<file path="config.mk">
export PLATFORM = sky130hd
export DESIGN_NAME = calibrated_window_mean_median_filter
export DESIGN_NICKNAME = d
export VERILOG_FILES = /design/src/rtl/core/cwmf_pkg.sv /design/src/rtl/core/calibrated_window_mean_median_filter.sv /design/src/rtl/core/cwmf_cal.sv
export VERILOG_INCLUDE_DIRS = /design/src /design/src/rtl/core
export SDC_FILE = /design/constraint.sdc
export NUM_CORES = 1
export LEC_CHECK = 0
export BUFFER_PORTS_ARGS = -buffer_cell sky130_fd_sc_hd__clkbuf_2
export CAP_MARGIN = 20
export CELL_PAD_IN_SITES_DETAIL_PLACEMENT = 0
export CELL_PAD_IN_SITES_GLOBAL_PLACEMENT = 1
export CORE_MARGIN = 1
export CORE_UTILIZATION = 47
export DETAILED_ROUTE_END_ITERATION = 10
export PLACE_DENSITY = 0.77
export SETUP_SLACK_MARGIN = 0.15
export SLEW_MARGIN = 10
export SYNTH_ARGS = -nofsm -noshare
export SYNTH_HDL_FRONTEND = slang
export SYNTH_HIERARCHICAL = 1
export SYNTH_SLANG_ARGS = --single-unit
</file>
<file path="constraint.sdc">
create_clock -name i_clk -period 6 [get_ports i_clk]
set_input_delay 0.3 -clock i_clk [delete_from_list [all_inputs] [get_ports i_clk]]
set_output_delay 0.3 -clock i_clk [all_outputs]
set_load 0.01 [all_outputs]
</file>
<file path="src/rtl/core/calibrated_window_mean_median_filter_assert.svh">
`ifndef CALIBRATED_WINDOW_MEAN_MEDIAN_FILTER_ASSERT_SVH
`define CALIBRATED_WINDOW_MEAN_MEDIAN_FILTER_ASSERT_SVH

// Checks that the consequent holds in the same cycle as the antecedent.
`define CWMF_ASSERT_IMP(lbl, clk, rst_n, ante, cons, msg) \
    lbl: assert property (@(posedge clk) disable iff (!rst_n) (ante) |-> (cons)) \
        else $error(msg);

// Checks that the consequent holds in the cycle after the antecedent.
`define CWMF_ASSERT_NXT(lbl, clk, rst_n, ante, cons, msg) \
    lbl: assert property (@(posedge clk) disable iff (!rst_n) (ante) |=> (cons)) \
        else $error(msg);

`endif

</file>
<file path="src/rtl/core/cwmf_pkg.sv">
`timescale 1ns / 1ps

package cwmf_pkg;

    localparam int DW       = 16;
    localparam int GAIN_W   = 16;
    localparam int LEN_W    = 5;
    localparam int CFG_W    = 16;
    localparam int CAL_FRAC = 14;
    localparam int CAL_HALF = 1 << (CAL_FRAC - 1);
    localparam int SAT_MAX  = 32767;
    localparam int SAT_MIN  = -32768;

    localparam logic [GAIN_W-1:0] GAIN_RST   = 16'd15860;
    localparam logic [DW-1:0]     OFFSET_RST = 16'hFD9A;
    localparam logic [LEN_W-1:0]  LEN_RST    = 5'd5;

    typedef enum logic [1:0] {
        CFG_GAIN   = 2'd0,
        CFG_OFFSET = 2'd1,
        CFG_LEN    = 2'd2,
        CFG_MEDIAN = 2'd3
    } t_cfg_idx;

    typedef struct packed {
        logic [GAIN_W-1:0] gain;
        logic [DW-1:0]     offset;
    } t_cal_cfg;

endpackage

</file>
<file path="src/rtl/core/calibrated_window_mean_median_filter.sv">
`timescale 1ns / 1ps

// Channel   Handshake                    Payload
// input     i_in_valid / o_in_ready      i_sample
// output    o_out_valid / i_out_ready    o_calibrated, o_filtered
// config    i_cfg_we                     i_cfg_idx, i_cfg_data
//
// One request at a time; the calibration pipeline runs through S_MUL and S_SAT, and S_WR writes the window.
// Mean: S_SUM adds the n valid entries, S_NEG takes the magnitude, S_DIV divides by n, S_FIX restores the sign.
// Median: each candidate is ranked in S_MSCAN, one compare per cycle through the shared adder.
// Reset is synchronous and active low; the window is read only where it has been written.
// A finished result waits in the output register while the next request is taken.

module calibrated_window_mean_median_filter #(
    parameter int MAX_WINDOW = 16
) (
    input  logic                              i_clk,
    input  logic                              i_rst_n,
    input  logic                              i_in_valid,
    output logic                              o_in_ready,
    input  logic signed [cwmf_pkg::DW-1:0]    i_sample,
    output logic                              o_out_valid,
    input  logic                              i_out_ready,
    output logic signed [cwmf_pkg::DW-1:0]    o_calibrated,
    output logic signed [cwmf_pkg::DW-1:0]    o_filtered,
    input  logic                              i_cfg_we,
    input  cwmf_pkg::t_cfg_idx                i_cfg_idx,
    input  logic [cwmf_pkg::CFG_W-1:0]        i_cfg_data
);
    import cwmf_pkg::*;

`include "calibrated_window_mean_median_filter_assert.svh"

    localparam int PW = $clog2(MAX_WINDOW);
    localparam int CW = $clog2(MAX_WINDOW + 1);
    localparam int AW = DW + CW;
    localparam int XW = AW + 1;
    localparam int SW = $clog2(AW + 1);

    typedef enum logic [12:0] {
        S_IDLE  = 13'b0000000000001,
        S_MUL   = 13'b0000000000010,
        S_SAT   = 13'b0000000000100,
        S_WR    = 13'b0000000001000,
        S_SUM   = 13'b0000000010000,
        S_NEG   = 13'b0000000100000,
        S_DIV   = 13'b0000001000000,
        S_FIX   = 13'b0000010000000,
        S_MCAND = 13'b0000100000000,
        S_MLOAD = 13'b0001000000000,
        S_MSCAN = 13'b0010000000000,
        S_MCHK  = 13'b0100000000000,
        S_DONE  = 13'b1000000000000
    } t_state;

    function automatic logic [CW-1:0] f_eff_len(input logic [LEN_W-1:0] len);
        logic [CW-1:0] res;
        if (len == '0) begin
            res = CW'(1);
        end else if (32'(len) > 32'(MAX_WINDOW)) begin
            res = CW'(MAX_WINDOW);
        end else begin
            res = CW'(len);
        end
        return res;
    endfunction

    t_state                 r_state;
    t_state                 n_state;
    t_cal_cfg               r_cal_cfg;
    logic [CW-1:0]          r_len_eff;
    logic                   r_median;
    logic [PW-1:0]          r_wp;
    logic [CW-1:0]          r_cnt;
    logic signed [DW-1:0]   r_sample;
    logic signed [DW-1:0]   w_cal;
    logic signed [DW-1:0]   r_mem [MAX_WINDOW];
    logic signed [DW-1:0]   r_rd_data;
    logic [PW-1:0]          w_rd_addr;
    logic [CW-1:0]          r_idx;
    logic                   r_rd_ok;
    logic                   w_issue;
    logic signed [AW-1:0]   r_acc;
    logic                   r_neg;
    logic [CW-1:0]          r_rem;
    logic [SW-1:0]          r_step;
    logic [PW-1:0]          r_ci;
    logic signed [DW-1:0]   r_cand;
    logic [CW-1:0]          r_lt;
    logic [CW-1:0]          r_le;
    logic [CW-1:0]          w_wp_inc;
    logic [CW-1:0]          w_half;
    logic                   w_found;
    logic                   w_scan_end;
    logic                   w_load_out;
    logic signed [XW-1:0]   w_alu_a;
    logic signed [XW-1:0]   w_alu_b;
    logic                   w_alu_sub;
    logic signed [XW-1:0]   w_alu;
    logic signed [XW-1:0]   w_rd_x;
    logic                   r_out_valid;
    logic signed [DW-1:0]   r_out_cal;
    logic signed [DW-1:0]   r_out_filt;

    cwmf_cal u_cal (
        .i_clk    (i_clk),
        .i_cfg    (r_cal_cfg),
        .i_sample (r_sample),
        .o_cal    (w_cal)
    );

    assign o_in_ready   = (r_state == S_IDLE);
    assign o_out_valid  = r_out_valid;
    assign o_calibrated = r_out_cal;
    assign o_filtered   = r_out_filt;

    assign w_wp_inc   = CW'(r_wp) + CW'(1);
    assign w_half     = r_cnt >> 1;
    assign w_issue    = (r_idx != r_cnt);
    assign w_scan_end = !w_issue && !r_rd_ok;
    assign w_found    = (r_lt <= w_half) && (w_half < r_le);
    assign w_load_out = !r_out_valid || i_out_ready;
    assign w_rd_x     = {{(XW-DW){r_rd_data[DW-1]}}, r_rd_data};

    always_comb begin
        if (r_state == S_MCAND) begin
            w_rd_addr = r_ci;
        end else if (w_issue) begin
            w_rd_addr = r_idx[PW-1:0];
        end else begin
            w_rd_addr = '0;
        end
    end

    always_ff @(posedge i_clk) begin
        if (r_state == S_WR) begin
            r_mem[r_wp] <= w_cal;
        end
        r_rd_data <= r_mem[w_rd_addr];
    end

    // Shared adder: accumulation, negation, division steps and median compares.
    always_comb begin
        w_alu_a   = '0;
        w_alu_b   = '0;
        w_alu_sub = 1'b1;
        case (r_state)
            S_SUM: begin
                w_alu_a   = XW'(r_acc);
                w_alu_b   = w_rd_x;
                w_alu_sub = 1'b0;
            end
            S_NEG, S_FIX: begin
                w_alu_b = XW'(r_acc);
            end
            S_DIV: begin
                w_alu_a = $signed(XW'({r_rem, r_acc[AW-1]}));
                w_alu_b = $signed(XW'(r_cnt));
            end
            S_MSCAN: begin
                w_alu_a = w_rd_x;
                w_alu_b = {{(XW-DW){r_cand[DW-1]}}, r_cand};
            end
            default: begin
                w_alu_a = '0;
            end
        endcase
    end

    assign w_alu = w_alu_sub ? (w_alu_a - w_alu_b) : (w_alu_a + w_alu_b);

    always_comb begin
        n_state = r_state;
        case (r_state)
            S_IDLE:  if (i_in_valid) n_state = S_MUL;
            S_MUL:   n_state = S_SAT;
            S_SAT:   n_state = S_WR;
            S_WR:    n_state = r_median ? S_MCAND : S_SUM;
            S_SUM:   if (w_scan_end) n_state = S_NEG;
            S_NEG:   n_state = S_DIV;
            S_DIV:   if (r_step == SW'(AW - 1)) n_state = S_FIX;
            S_FIX:   n_state = S_DONE;
            S_MCAND: n_state = S_MLOAD;
            S_MLOAD: n_state = S_MSCAN;
            S_MSCAN: if (w_scan_end) n_state = S_MCHK;
            S_MCHK:  n_state = w_found ? S_DONE : S_MCAND;
            S_DONE:  if (w_load_out) n_state = S_IDLE;
            default: n_state = S_IDLE;
        endcase
    end

    always_ff @(posedge i_clk) begin
        if (!i_rst_n) begin
            r_state         <= S_IDLE;
            r_cal_cfg.gain  <= GAIN_RST;
            r_cal_cfg.offset <= OFFSET_RST;
            r_len_eff       <= f_eff_len(LEN_RST);
            r_median        <= 1'b0;
            r_wp            <= '0;
            r_cnt           <= '0;
            r_out_valid     <= 1'b0;
        end else begin
            r_state <= n_state;
            if (i_cfg_we) begin
                case (i_cfg_idx)
                    CFG_GAIN:   r_cal_cfg.gain   <= i_cfg_data[GAIN_W-1:0];
                    CFG_OFFSET: r_cal_cfg.offset <= i_cfg_data[DW-1:0];
                    CFG_LEN: begin
                        r_len_eff <= f_eff_len(i_cfg_data[LEN_W-1:0]);
                        r_wp      <= '0;
                        r_cnt     <= '0;
                    end
                    CFG_MEDIAN: r_median <= i_cfg_data[0];
                    default:    r_median <= r_median;
                endcase
            end
            if (r_state == S_WR) begin
                r_wp <= (w_wp_inc == r_len_eff) ? '0 : w_wp_inc[PW-1:0];
                if (r_cnt < r_len_eff) begin
                    r_cnt <= r_cnt + CW'(1);
                end
            end
            if (r_state == S_DONE && w_load_out) begin
                r_out_valid <= 1'b1;
            end else if (r_out_valid && i_out_ready) begin
                r_out_valid <= 1'b0;
            end
        end
    end

    always_ff @(posedge i_clk) begin
        case (r_state)
            S_IDLE: begin
                if (i_in_valid) begin
                    r_sample <= i_sample;
                end
            end
            S_WR: begin
                r_idx   <= '0;
                r_rd_ok <= 1'b0;
                r_acc   <= '0;
                r_ci    <= '0;
            end
            S_SUM: begin
                if (r_rd_ok) begin
                    r_acc <= w_alu[AW-1:0];
                end
                if (w_issue) begin
                    r_idx <= r_idx + CW'(1);
                end
                r_rd_ok <= w_issue;
            end
            S_NEG: begin
                r_neg  <= r_acc[AW-1];
                r_rem  <= '0;
                r_step <= '0;
                if (r_acc[AW-1]) begin
                    r_acc <= w_alu[AW-1:0];
                end
            end
            S_DIV: begin
                r_step <= r_step + SW'(1);
                r_acc  <= {r_acc[AW-2:0], ~w_alu[XW-1]};
                if (!w_alu[XW-1]) begin
                    r_rem <= w_alu[CW-1:0];
                end else begin
                    r_rem <= {r_rem[CW-2:0], r_acc[AW-1]};
                end
            end
            S_FIX: begin
                if (r_neg) begin
                    r_acc <= w_alu[AW-1:0];
                end
            end
            S_MLOAD: begin
                r_cand  <= r_rd_data;
                r_idx   <= '0;
                r_rd_ok <= 1'b0;
                r_lt    <= '0;
                r_le    <= '0;
            end
            S_MSCAN: begin
                if (r_rd_ok) begin
                    if (w_alu[XW-1]) begin
                        r_lt <= r_lt + CW'(1);
                        r_le <= r_le + CW'(1);
                    end else if (w_alu == '0) begin
                        r_le <= r_le + CW'(1);
                    end
                end
                if (w_issue) begin
                    r_idx <= r_idx + CW'(1);
                end
                r_rd_ok <= w_issue;
            end
            S_MCHK: begin
                if (w_found) begin
                    r_acc <= AW'(r_cand);
                end else begin
                    r_ci <= r_ci + PW'(1);
                end
            end
            S_DONE: begin
                if (w_load_out) begin
                    r_out_cal  <= w_cal;
                    r_out_filt <= r_acc[DW-1:0];
                end
            end
            default: begin
                r_rd_ok <= r_rd_ok;
            end
        endcase
    end

    `CWMF_ASSERT_IMP(a_cnt_in_len, i_clk, i_rst_n, 1'b1,
        r_cnt <= r_len_eff && CW'(r_wp) < r_len_eff, "window count or pointer beyond length")
    `CWMF_ASSERT_NXT(a_accept_busy, i_clk, i_rst_n, i_in_valid && o_in_ready,
        r_state == S_MUL && !o_in_ready, "accepted request did not start calibration")
    `CWMF_ASSERT_IMP(a_div_rem, i_clk, i_rst_n, r_state == S_DIV,
        r_rem < r_cnt && r_cnt != '0, "divider remainder not below divisor")
    `CWMF_ASSERT_IMP(a_med_rank, i_clk, i_rst_n, r_state == S_MCHK,
        r_le > r_lt, "median candidate not counted against itself")
    `CWMF_ASSERT_IMP(a_med_cand, i_clk, i_rst_n, r_state == S_MCAND,
        CW'(r_ci) < r_cnt, "median search ran past the valid entries")

endmodule

</file>
<file path="src/rtl/core/cwmf_cal.sv">
`timescale 1ns / 1ps

module cwmf_cal (
    input  logic                            i_clk,
    input  cwmf_pkg::t_cal_cfg              i_cfg,
    input  logic signed [cwmf_pkg::DW-1:0]  i_sample,
    output logic signed [cwmf_pkg::DW-1:0]  o_cal
);
    import cwmf_pkg::*;

    localparam int PROD_W = DW + GAIN_W + 1;
    localparam int SUM_W  = PROD_W + 1;
    localparam int SHR_W  = SUM_W - CAL_FRAC;
    localparam int OUT_W  = SHR_W + 1;

    logic signed [PROD_W-1:0] w_prod;
    logic signed [PROD_W-1:0] r_prod;
    logic signed [SUM_W-1:0]  w_round;
    logic signed [SHR_W-1:0]  w_scaled;
    logic signed [OUT_W-1:0]  w_sum;
    logic signed [DW-1:0]     w_sat;
    logic signed [DW-1:0]     r_cal;

    assign w_prod = PROD_W'(i_sample) * PROD_W'($signed({1'b0, i_cfg.gain}));

    always_ff @(posedge i_clk) begin
        r_prod <= w_prod;
    end

    // Round half up to the Q8.8 step, then add the offset and clamp.
    assign w_round  = SUM_W'(r_prod) + SUM_W'(CAL_HALF);
    assign w_scaled = SHR_W'(w_round >>> CAL_FRAC);
    assign w_sum    = OUT_W'(w_scaled) + OUT_W'($signed(i_cfg.offset));

    always_comb begin
        if (w_sum > OUT_W'(SAT_MAX)) begin
            w_sat = DW'(SAT_MAX);
        end else if (w_sum < OUT_W'(SAT_MIN)) begin
            w_sat = DW'(SAT_MIN);
        end else begin
            w_sat = w_sum[DW-1:0];
        end
    end

    always_ff @(posedge i_clk) begin
        r_cal <= w_sat;
    end

    assign o_cal = r_cal;

endmodule

</file>
; Word-level counts from Yosys, hierarchy flattened
; Memory sizes are Yosys's and may differ from the RTL's. A register that Yosys moved wholly into a read port is not among the register bits.
; Index checks and enable logic that the tools add are counted.
[word_totals]
ff_bits = 226
mem_bits_rw = 256
out_inout_bits = 34
n_memories = 1
[classes]
addsub = 11
multipliers = 1
n_lt_le_gt_ge = 6
n_eq_ne = 33
mux = 48
bitwise = 1
reduce_logical = 36
[memory_table]
columns = name, words, word_bits, read_ports, rd_clocked_by_memory_dff, write_ports, line_no
row1 = r_mem, 16, 16, 1, 1, 1, calibrated_window_mean_median_filter.sv:77  ; logic signed [DW-1:0] r_mem [MAX_WINDOW];
[ops]
columns = op, n
row1 = $pmux W13 S13, 1
row2 = $pmux W21 S6, 1
row3 = $pmux W22 S4, 1
row4 = $mux W21, 4
row5 = $mux W13, 6
row6 = $pmux W22 S3, 1
row7 = $mux W5, 13
row8 = $pmux W5 S2, 5
row9 = $add A33 B15 Y34 const B, 1
row10 = $mul A16 B17 Y33, 1
row11 = $mux W4, 7
row12 = $add A5 B1 Y5 const B, 5
row13 = $ne A2 B2 Y1 const B, 12
row14 = $add A22 B22 Y22, 1
row15 = $logic_not A22 Y1, 1
row16 = $mux W22, 1
row17 = $sub A22 B22 Y22, 1
row18 = $add A20 B16 Y21, 1
row19 = $gt A21 B16 Y1 const B, 1
row20 = $lt A21 B16 Y1 const B, 1
row21 = $reduce_and A2 Y1, 9
row22 = $mux W16, 1
row23 = $reduce_bool A2 Y1, 7
row24 = $eq A13 B1 Y1 const B, 1
row25 = 40 further kinds, 53

; Longest topological paths before layout
; Gate-level depths: netlist of run 1.
[depth]
depth_word = 10
ltp_mapped = 22
ltp_nobuf = 21

; Hierarchy
; Netlist of run 1, hierarchy kept.
[modules_own_cells]
columns = module, n_inst, cells_each, area_each_um2
row1 = calibrated_window_mean_median_filter, 1, 1723, 20641.0
row2 = cwmf_cal, 1, 1211, 10789.1

; Least setup slack after synthesis of run 1
; Ideal clock, no wire load.
[synth_path]
path_kind = reg-to-reg
from = reg r_sample[4]
to = reg u_cal.r_prod[29]
t_arrival_ns = 5.759
required_ns = 5.860
path_slack_ns = 0.101
path_stages_with_launch = 22
synth_period_minus_slack_ns = 5.899
cell_sequence = edfxtp_1 -> clkbuf_1 -> and2_1 -> fa_1 -> inv_1 -> fa_1 -> fa_1 -> inv_1 -> fa_1 -> fa_1 -> inv_1 -> fa_1 -> inv_1 -> ha_1 -> a21o_1 -> a21oi_1 -> o21ai_0 -> a311o_1 -> o2111ai_1 -> nand2_1 -> a31oi_1 -> o311ai_0
[synth_via]
elab_chain_len = 1
[synth_lines]
columns = element, line_no
row1 = from (decl), calibrated_window_mean_median_filter.sv:75  ; logic signed [DW-1:0] r_sample;
row2 = from (signal assigned), calibrated_window_mean_median_filter.sv:235  ; r_sample <= i_sample;
row3 = $mul A16 B17 Y33, cwmf_cal.sv:24  ; assign w_prod = PROD_W'(i_sample) * PROD_W'($signed({1'b0, i_cfg.gain}));
row4 = via u_cal.w_prod[29], cwmf_cal.sv:16  ; logic signed [PROD_W-1:0] w_prod;
row5 = to (signal assigned), cwmf_cal.sv:27  ; r_prod <= w_prod;
row6 = to (decl), cwmf_cal.sv:17  ; logic signed [PROD_W-1:0] r_prod;
; The timed path passes the listed nets, and every way through them passes these cells.
; A chain may end at the register's enable or synchronous reset.

; Final worst setup path of run 1
[layout_path]
from = reg r_cal_cfg[26] in the netlist's numbering
to = reg u_cal.r_prod[32]
[layout_via]
elab_chain_len = 1
[layout_lines]
columns = element, line_no
row1 = from (decl), calibrated_window_mean_median_filter.sv:70  ; t_cal_cfg r_cal_cfg;
row2 = $mul A16 B17 Y33, cwmf_cal.sv:24
row3 = via u_cal.w_prod[32], cwmf_cal.sv:16
; The timed path passes the listed nets, and every way through them passes these cells.

==> metrics.md, run 1 <==
| Metric | Value |
|---|---|
| CTS Buf Count | `54` |
| EDFF count, synth | `between 300 and 400` |
| Final worst-path cycle share | `97.6%` |
| Register area | `13500 um2` |
| Largest cells by area after synthesis | `edfxtp_1, fa_1, ha_1` |
| Post-Synthesis Cell Area | `around 31000 um2` |
| Row count | `94` |
| DRT iter0 DRCs | `between 1500 and 2000` |
| Post-synthesis cell type count | `96` |
| F_max | `roughly 0.17 GHz` |
| DIE WIDTH | `around 260 um` |
| Worst-path maximum fanout | `5` |
| Hold WS | `around 0.068 ns` |
| ANT nets after route | `0` |
| Crit path launch type | `flop` |
| Num ports | `73` |
| Failing checks | `design-rule violations` |
| Clk_lat worst skew | `roughly 0.63 ns` |
| Area Growth Syn to Fin | `15.7%` |
| Mean post-synth cell area | `around 11 um2` |
| Critical Path AT | `6.35 ns` |
| Initial antenna violation count | `2` |
| Largest net degree at the start of global routing | `97` |
| Status | `finished with violations` |
| Post-synth ARST share | `0%` |
| Clk sinks | `485` |
| Final setup TNS | `0 ns` |
| Initial core utilization | `47.6%` |
| CORE AREA | `66000 um2` |
| Main synth FF type | `edfxtp_1` |
| RSZ-0062 raised after global routing | `yes` |
| #FFs+latches synth | `485` |
| Die area | `about 68000 um2` |
| HP Class | `in -> reg` |
| Clk slew on worst S/H paths | `0.06 ns` |
| Final hold vios | `0` |
| Via count | `22800` |
| Critical path data required time | `6.49 ns` |
| Drt via density | `5.64` |
| Synth warn | `6` |
| Cells after synthesis | `2934` |
| Area leader, netlist | `edfxtp_1` |
| Grt ovf | `0` |
| Crit Path Category | `reg -> reg` |
| GRT Resource Usage Total | `24.5%` |
| Max-cap violations | `0` |
| Die H | `261 um` |
| Register area share after synthesis | `42.7%` |
| Worst Tran Pin Value | `approximately 1.1 ns` |
| Fillers | `5592` |
| CTS tree | `built` |
| Clock buffer depth | `3` |
| Clock root buffer | `clkbuf_16` |
| Final min period | `slightly below 6 ns` |
| CP endpoint kind | `flop` |
| Max transition margin | `29.6%` |
| Port Buffers | `72` |
| DRC | `12` |
| Area share of the largest cell type after synthesis | `35.5%` |
| Final Max Slew Viols | `0` |
| First-pass GRT wire length | `129 mm` |
| Final net count | `around 3600` |
| Placer Congestion | `0.919` |
| Area of the multi-input gates | `16700 um2` |
| DR WL/cell | `between 20 and 25 um` |
| Share of layout cells above drive strength 1 | `between 10% and 20%` |
| Worst Skew | `approximately 0.028 ns` |
| H-tree depth | `2` |
| Fin cells | `4044` |
| Post-Route WL | `around 83 mm` |
| Final-report setup violation count | `0` |
| Drt pass-1 iters | `9` |
| Syn nets | `3353` |
| Placed Cells | `3883` |
| Post-DP HPWL | `59.2 mm` |
| Vias in the first global route | `roughly 24000` |
-- critical path, cell delays in order (launching register included) --
cell       delay (ns)
dfxtp_4          0.38
buf_4            0.14
buf_4            0.13
buf_4            0.14
nand2_2          0.07
fa_1             0.44
fa_1             0.51
inv_1            0.05
fa_1             0.56
fa_1             0.44
fa_1             0.52
inv_1            0.06
fa_1             0.47
inv_1            0.07
ha_4             0.28
nand4_1          0.13
inv_2            0.11
nand2_4          0.06
nor4_4           0.31
buf_4            0.19
o2111ai_4        0.14
buf_6            0.16
a21o_1           0.19
nor2_2           0.11
a211oi_2         0.04
-- synth_stat cells, types with 18 or more instances --
cell type and number:
buf_2 21, nand2_1 344, nor2_1 129, nand3_1 68
dfxtp_1 113, edfxtp_1 372, xor2_1 48, clkbuf_1 110
a21o_1 38, xnor2_1 58, a22oi_1 27, mux2i_1 37
and2_1 184, a31oi_1 40, nand2b_1 21, nor3_1 21
and3_1 27, a22o_1 18, a211oi_1 126, fa_1 195
o21ai_0 67, a21oi_1 126, ha_1 185, inv_1 270
nor2b_1 27
-- layer usage --
metal	GRT usage [%]	wire (um)	part of all wire, %	vias up
li1	-	-	-	10700
met1	31.2	34300	42	11200
met2	42.1	40600	49	668
met3	3.63	4580	5.5	172
met4	9.44	3120	3.8	0
met5	0	0	0	-
-- path summary, 6_finish.rpt --
check	from	end	slack, ns	depth (start not counted)
setup / recovery	r_cal_cfg[26]$_SDFFE_PN1P_	u_cal/r_prod[32]$_DFF_P_	0.14	24
hold / removal	i_cfg_data[4]	r_cal_cfg[20]$_SDFFE_PN1P_	0.07	3
hold reg to reg	r_rd_data[9]$_DFF_P_	r_cand[9]$_DFFE_PP_	0.47	0
setup reg to reg	r_cal_cfg[26]$_SDFFE_PN1P_	u_cal/r_prod[32]$_DFF_P_	0.14	24
-- stage by stage --
| step | utilization (%) | area [um2] | setup slack [ns] |
|---|---|---|---|
| 2_1_floorplan | - | 31400 | 0.167 |
| 3_3_place_gp | 50.8 | 33500 | -0.115 |
| 3_5_place_dp | 50.8 | 33500 | -0.228 |
| 4_1_cts | 54.6 | 36100 | 0.127 |
| 5_1_grt | 55.1 | 36400 | -0.130 |
| 6_report | 55.1 | 36400 | 0.141 |
-- timing repair --
item,4_1_cts,5_1_grt
setup buffers,19,7
gates resized for setup,47,59
setup endpoints to repair,15,31
pin swaps,33,30
hold buffers,30,0
hold endpoints to repair,39,0
-- state kept, by name (all words and copies together) (netlist names), 20 cells and up --
| name | flops |
|---|---|
| r_acc | 21 |
| r_cal_cfg | 32 |
| r_mem | 256 |
| u_cal/r_prod | 20 |
-- logic make-up after synthesis --
kind of cell               Yosys count  share of synthesized area (%)
adders and majority gates          380                           19.8
buffers and inverters              415                           5.25
DFF                                485                           42.7
AOI/OAI and AO/OA                  580                           13.0
and+or+nand+nor                    929                           15.0
xor gates and xnor gates           106                           2.95
muxes                               39                           1.25
-- layout make-up --
| cell class | count | area share (%) |
|---|---|---|
| diodes | 1 | 0.00688 |
| repair buffers | 287 | 6.00 |
| inverters | 271 | 2.80 |
| clock buffers | 68 | 4.14 |
| clock inverters | 34 | 1.07 |
| multi-input cells | 2034 | 46.0 |
| flip-flops and latches | 485 | 37.0 |
| well taps | 864 | 2.97 |
-- cell usage in the layout (no fill, tap or decap), types with 48 or more instances in the layout --
cell type	instances
edfxtp_1	372
nand2_1	341
inv_1	263
fa_1	186
and2_1	182
ha_1	177
buf_4	160
nor2_1	125
a211oi_1	123
a21oi_1	121
dfxtp_1	105
clkbuf_2	72
nand3_1	68
o21ai_0	61
xnor2_1	57
clkbuf_16	56
xor2_1	48
Power of run 1 is left out: the tool's default activity adds up to more than one toggle a clock period on the data nets, which glitch-free logic cannot reach.
==> run 2, diff against run 1 <==
--- a/config.mk
+++ b/config.mk
@@ -11,12 +11,11 @@
 export CELL_PAD_IN_SITES_DETAIL_PLACEMENT = 0
 export CELL_PAD_IN_SITES_GLOBAL_PLACEMENT = 1
 export CORE_MARGIN = 1
-export CORE_UTILIZATION = 47
+export CORE_UTILIZATION = 46
 export DETAILED_ROUTE_END_ITERATION = 10
-export PLACE_DENSITY = 0.77
+export PLACE_DENSITY = 0.76
 export SETUP_SLACK_MARGIN = 0.15
 export SLEW_MARGIN = 10
 export SYNTH_ARGS = -nofsm -noshare
 export SYNTH_HDL_FRONTEND = slang
-export SYNTH_HIERARCHICAL = 1
 export SYNTH_SLANG_ARGS = --single-unit
==> metrics.md, run 2 <==
| Metric | Value |
|---|---|
| Status | `finished with violations` |
| Failing checks | `design-rule violations, negative setup slack` |
| Worst-path maximum fanout | `8` |
| Final min period | `about 6.0 ns` |
| Via count | `22600` |
| Post-DP HPWL | `58.5 mm` |
| Cells after synthesis | `roughly 2900` |
| #FFs+latches synth | `485` |
| Largest cells by area after synthesis | `edfxtp_1, fa_1, ha_1` |
| Final hold vios | `0` |
| Synth cell count leaders | `nand2_1, edfxtp_1, inv_1` |
| CORE AREA | `66100 um2` |
| Clk sinks | `485` |
| Fin worst setup slack | `-0.00763 ns` |
| RSZ-0062 raised after global routing | `yes` |
| Grt ovf | `0` |
| Max transition margin | `32.4%` |
| Setup crit start | `r_sample[1]$_DFFE_PP_` |
| GRT Resource Usage Total | `approximately a quarter` |
| Num ports | `73` |
| H-tree depth | `2` |
| Critical Path AT | `6.48 ns` |
| Util after Layout | `between 50% and 60%` |
| Drt pass-1 iters | `11` |
| ANT nets after route | `0` |
| Area share of the largest cell type after synthesis | `36.2%` |
| DRT iter0 DRCs | `1769` |
| EDFF count, synth | `372` |
| CP endpoint kind | `flop` |
| Slowest CP cell | `fa_1` |
| Final net count | `3555` |
| Mean post-synth cell area | `10.6 um2` |
| Share of layout cells above drive strength 1 | `14.7%` |
| Initial core utilization | `46.7%` |
| Synth warn | `0` |
| Worst hold start | `i_cfg_data[3]` |
| Post-synth ARST share | `0%` |
| Post-synthesis cell type count | `78` |
| Worst Skew | `0.0442 ns` |
| Final Max Slew Viols | `0` |
| Clock buffer depth | `3` |
| Critical path data required time | `6.48 ns` |
| Clock root buffer | `clkbuf_16` |
| Port Buffers | `~70` |
| Crit path launch type | `flop` |
| Most frequent cells in the layout | `nand2_1, edfxtp_1, inv_1` |
| Final-report setup violation count | `2` |
| DIE WIDTH | `261 um` |
| First-pass GRT wire length | `125 mm` |
| Die H | `between 200 and 300 um` |
| Post-Route WL | `79.9 mm` |
| DR WL/cell | `a little under 20 um` |
| Top reg by flops | `r_mem` |
| Crit Path Category | `reg -> reg` |
| Register area share after synthesis | `a little over two fifths` |
| Area leader, netlist | `edfxtp_1` |
| Critical Path Most Common Cell | `inv_1` |
| Clk slew on worst S/H paths | `0.06 ns` |
| Worst Tran Pin Value | `slightly above 1 ns` |
| Area Growth Syn to Fin | `16.2%` |
| Most frequent cell after synthesis | `nand2_1` |
| Reg2Reg Launch Point | `r_sample[1]$_DFFE_PP_` |
| Die area | `68200 um2` |
| Main synth FF type | `edfxtp_1` |
| Initial antenna violation count | `1` |
| DRC | `12` |
| Placer Congestion | `0.910` |
| F_max | `0.166 GHz` |
| Clk_lat worst skew | `0.63 ns` |
| Largest register FFs | `around 260` |
| CTS tree | `built` |
| Vias in the first global route | `22800` |
| Biggest regs | `r_mem (256), r_cal_cfg (32), r_acc (21)` |
| Syn nets | `3345` |
| CTS Buf Count | `51` |
| Final worst-path cycle share | `100%` |
| HP Class | `in -> reg` |
| Critical path's largest stage delay | `approximately 0.54 ns` |
| Commonest non-fill, non-tap cell in the layout | `nand2_1` |
| Post-Synthesis Cell Area | `30900 um2` |
| Fillers | `5793` |
| DP Worst Slack | `-0.221 ns` |
| Row count | `94` |
| Drt via density | `5.58` |
| Largest net degree at the start of global routing | `129` |
| Max-cap violations | `0` |
run 2: cell type report:
| class | instances | area [um2] | area share, % |
|---|---|---|---|
| antenna | 2 | 5.00 | 0.0139 |
| clock buffer | 66 | 1410 | 3.92 |
| clock inverter | 29 | 312 | 0.868 |
| inverter | 308 | 1160 | 3.22 |
| multi-input combinational | 1993 | 16100 | 45.0 |
| sequential | 485 | 13500 | 37.5 |
| tap | 864 | 1080 | 3.01 |
| timing repair buffer | 298 | 2340 | 6.51 |
run 2: final timing paths:
path	end	slack (ns)	cells past startpoint
max reg2reg	u_cal.r_prod[32]$_DFF_P_	-0.008	25
min	r_cal_cfg[19]$_SDFFE_PN0P_	0.03	3
max	u_cal.r_prod[32]$_DFF_P_	-0.008	25
min reg2reg	r_cal_cfg[5]$_SDFFE_PN0P_	0.47	2
run 2: metrics by stage:
stage          cell area (um2)  std cells  setup TNS [ns]  hold slack [ns]
2_1_floorplan            31100       2927               0            0.399
3_3_place_gp             33300       3889          -0.865            0.457
3_5_place_dp             33300       3891           -1.11            0.464
4_1_cts                  35500       4028         -0.0909          0.00862
5_1_grt                  35900       4043           -1.57           0.0349
6_report                 35900       4045        -0.00873           0.0250
run 2: routing by layer:
layer,global-route usage [%],wire (um),vias to the layer above
met5,0,0,-
met4,6.48,2030,0
met3,2.92,4420,120
met2,40.2,38600,685
met1,31.7,34900,11100
li1,-,-,10600
run 2: logic make-up (layout without fill, tap and decap cells):
logic type | count (synthesis) | in the layout | synth area share, %
AO/OA/AOI/OAI | 544 | 544 | 12.2
XOR/XNOR | 111 | 111 | 3.15
adder cells (fa/ha/maj) | 379 | 379 | 20.1
buffers and inverters | 449 | 701 | 5.59
flip-flops | 485 | 485 | 43.5
multiplexers | 6 | 6 | 0.199
other | 0 | 2 | 0
AND/OR/NAND/NOR | 953 | 953 | 15.3
run 2: what timing repair did:
item	in CTS	in global routing
resized for setup	27	58
hold endpoints to repair	36	0
buffers inserted	13	13
cloned	0	0
hold buffers	29	0
pin swaps	24	49
endpoints found under the setup margin	24	34
run 2: worst max-delay path: cells and delay by family, from the launching register on:
kind,cells,cell delay (ns)
flip-flops,1,0.44
AND/OR/NAND/NOR,2,0.69
AO/OA/AOI/OAI,7,1.19
adder cells (fa/ha/maj),7,2.86
buffers and inverters,8,0.61
XOR/XNOR,1,0.12
Power of run 2 is left out for the same reason.
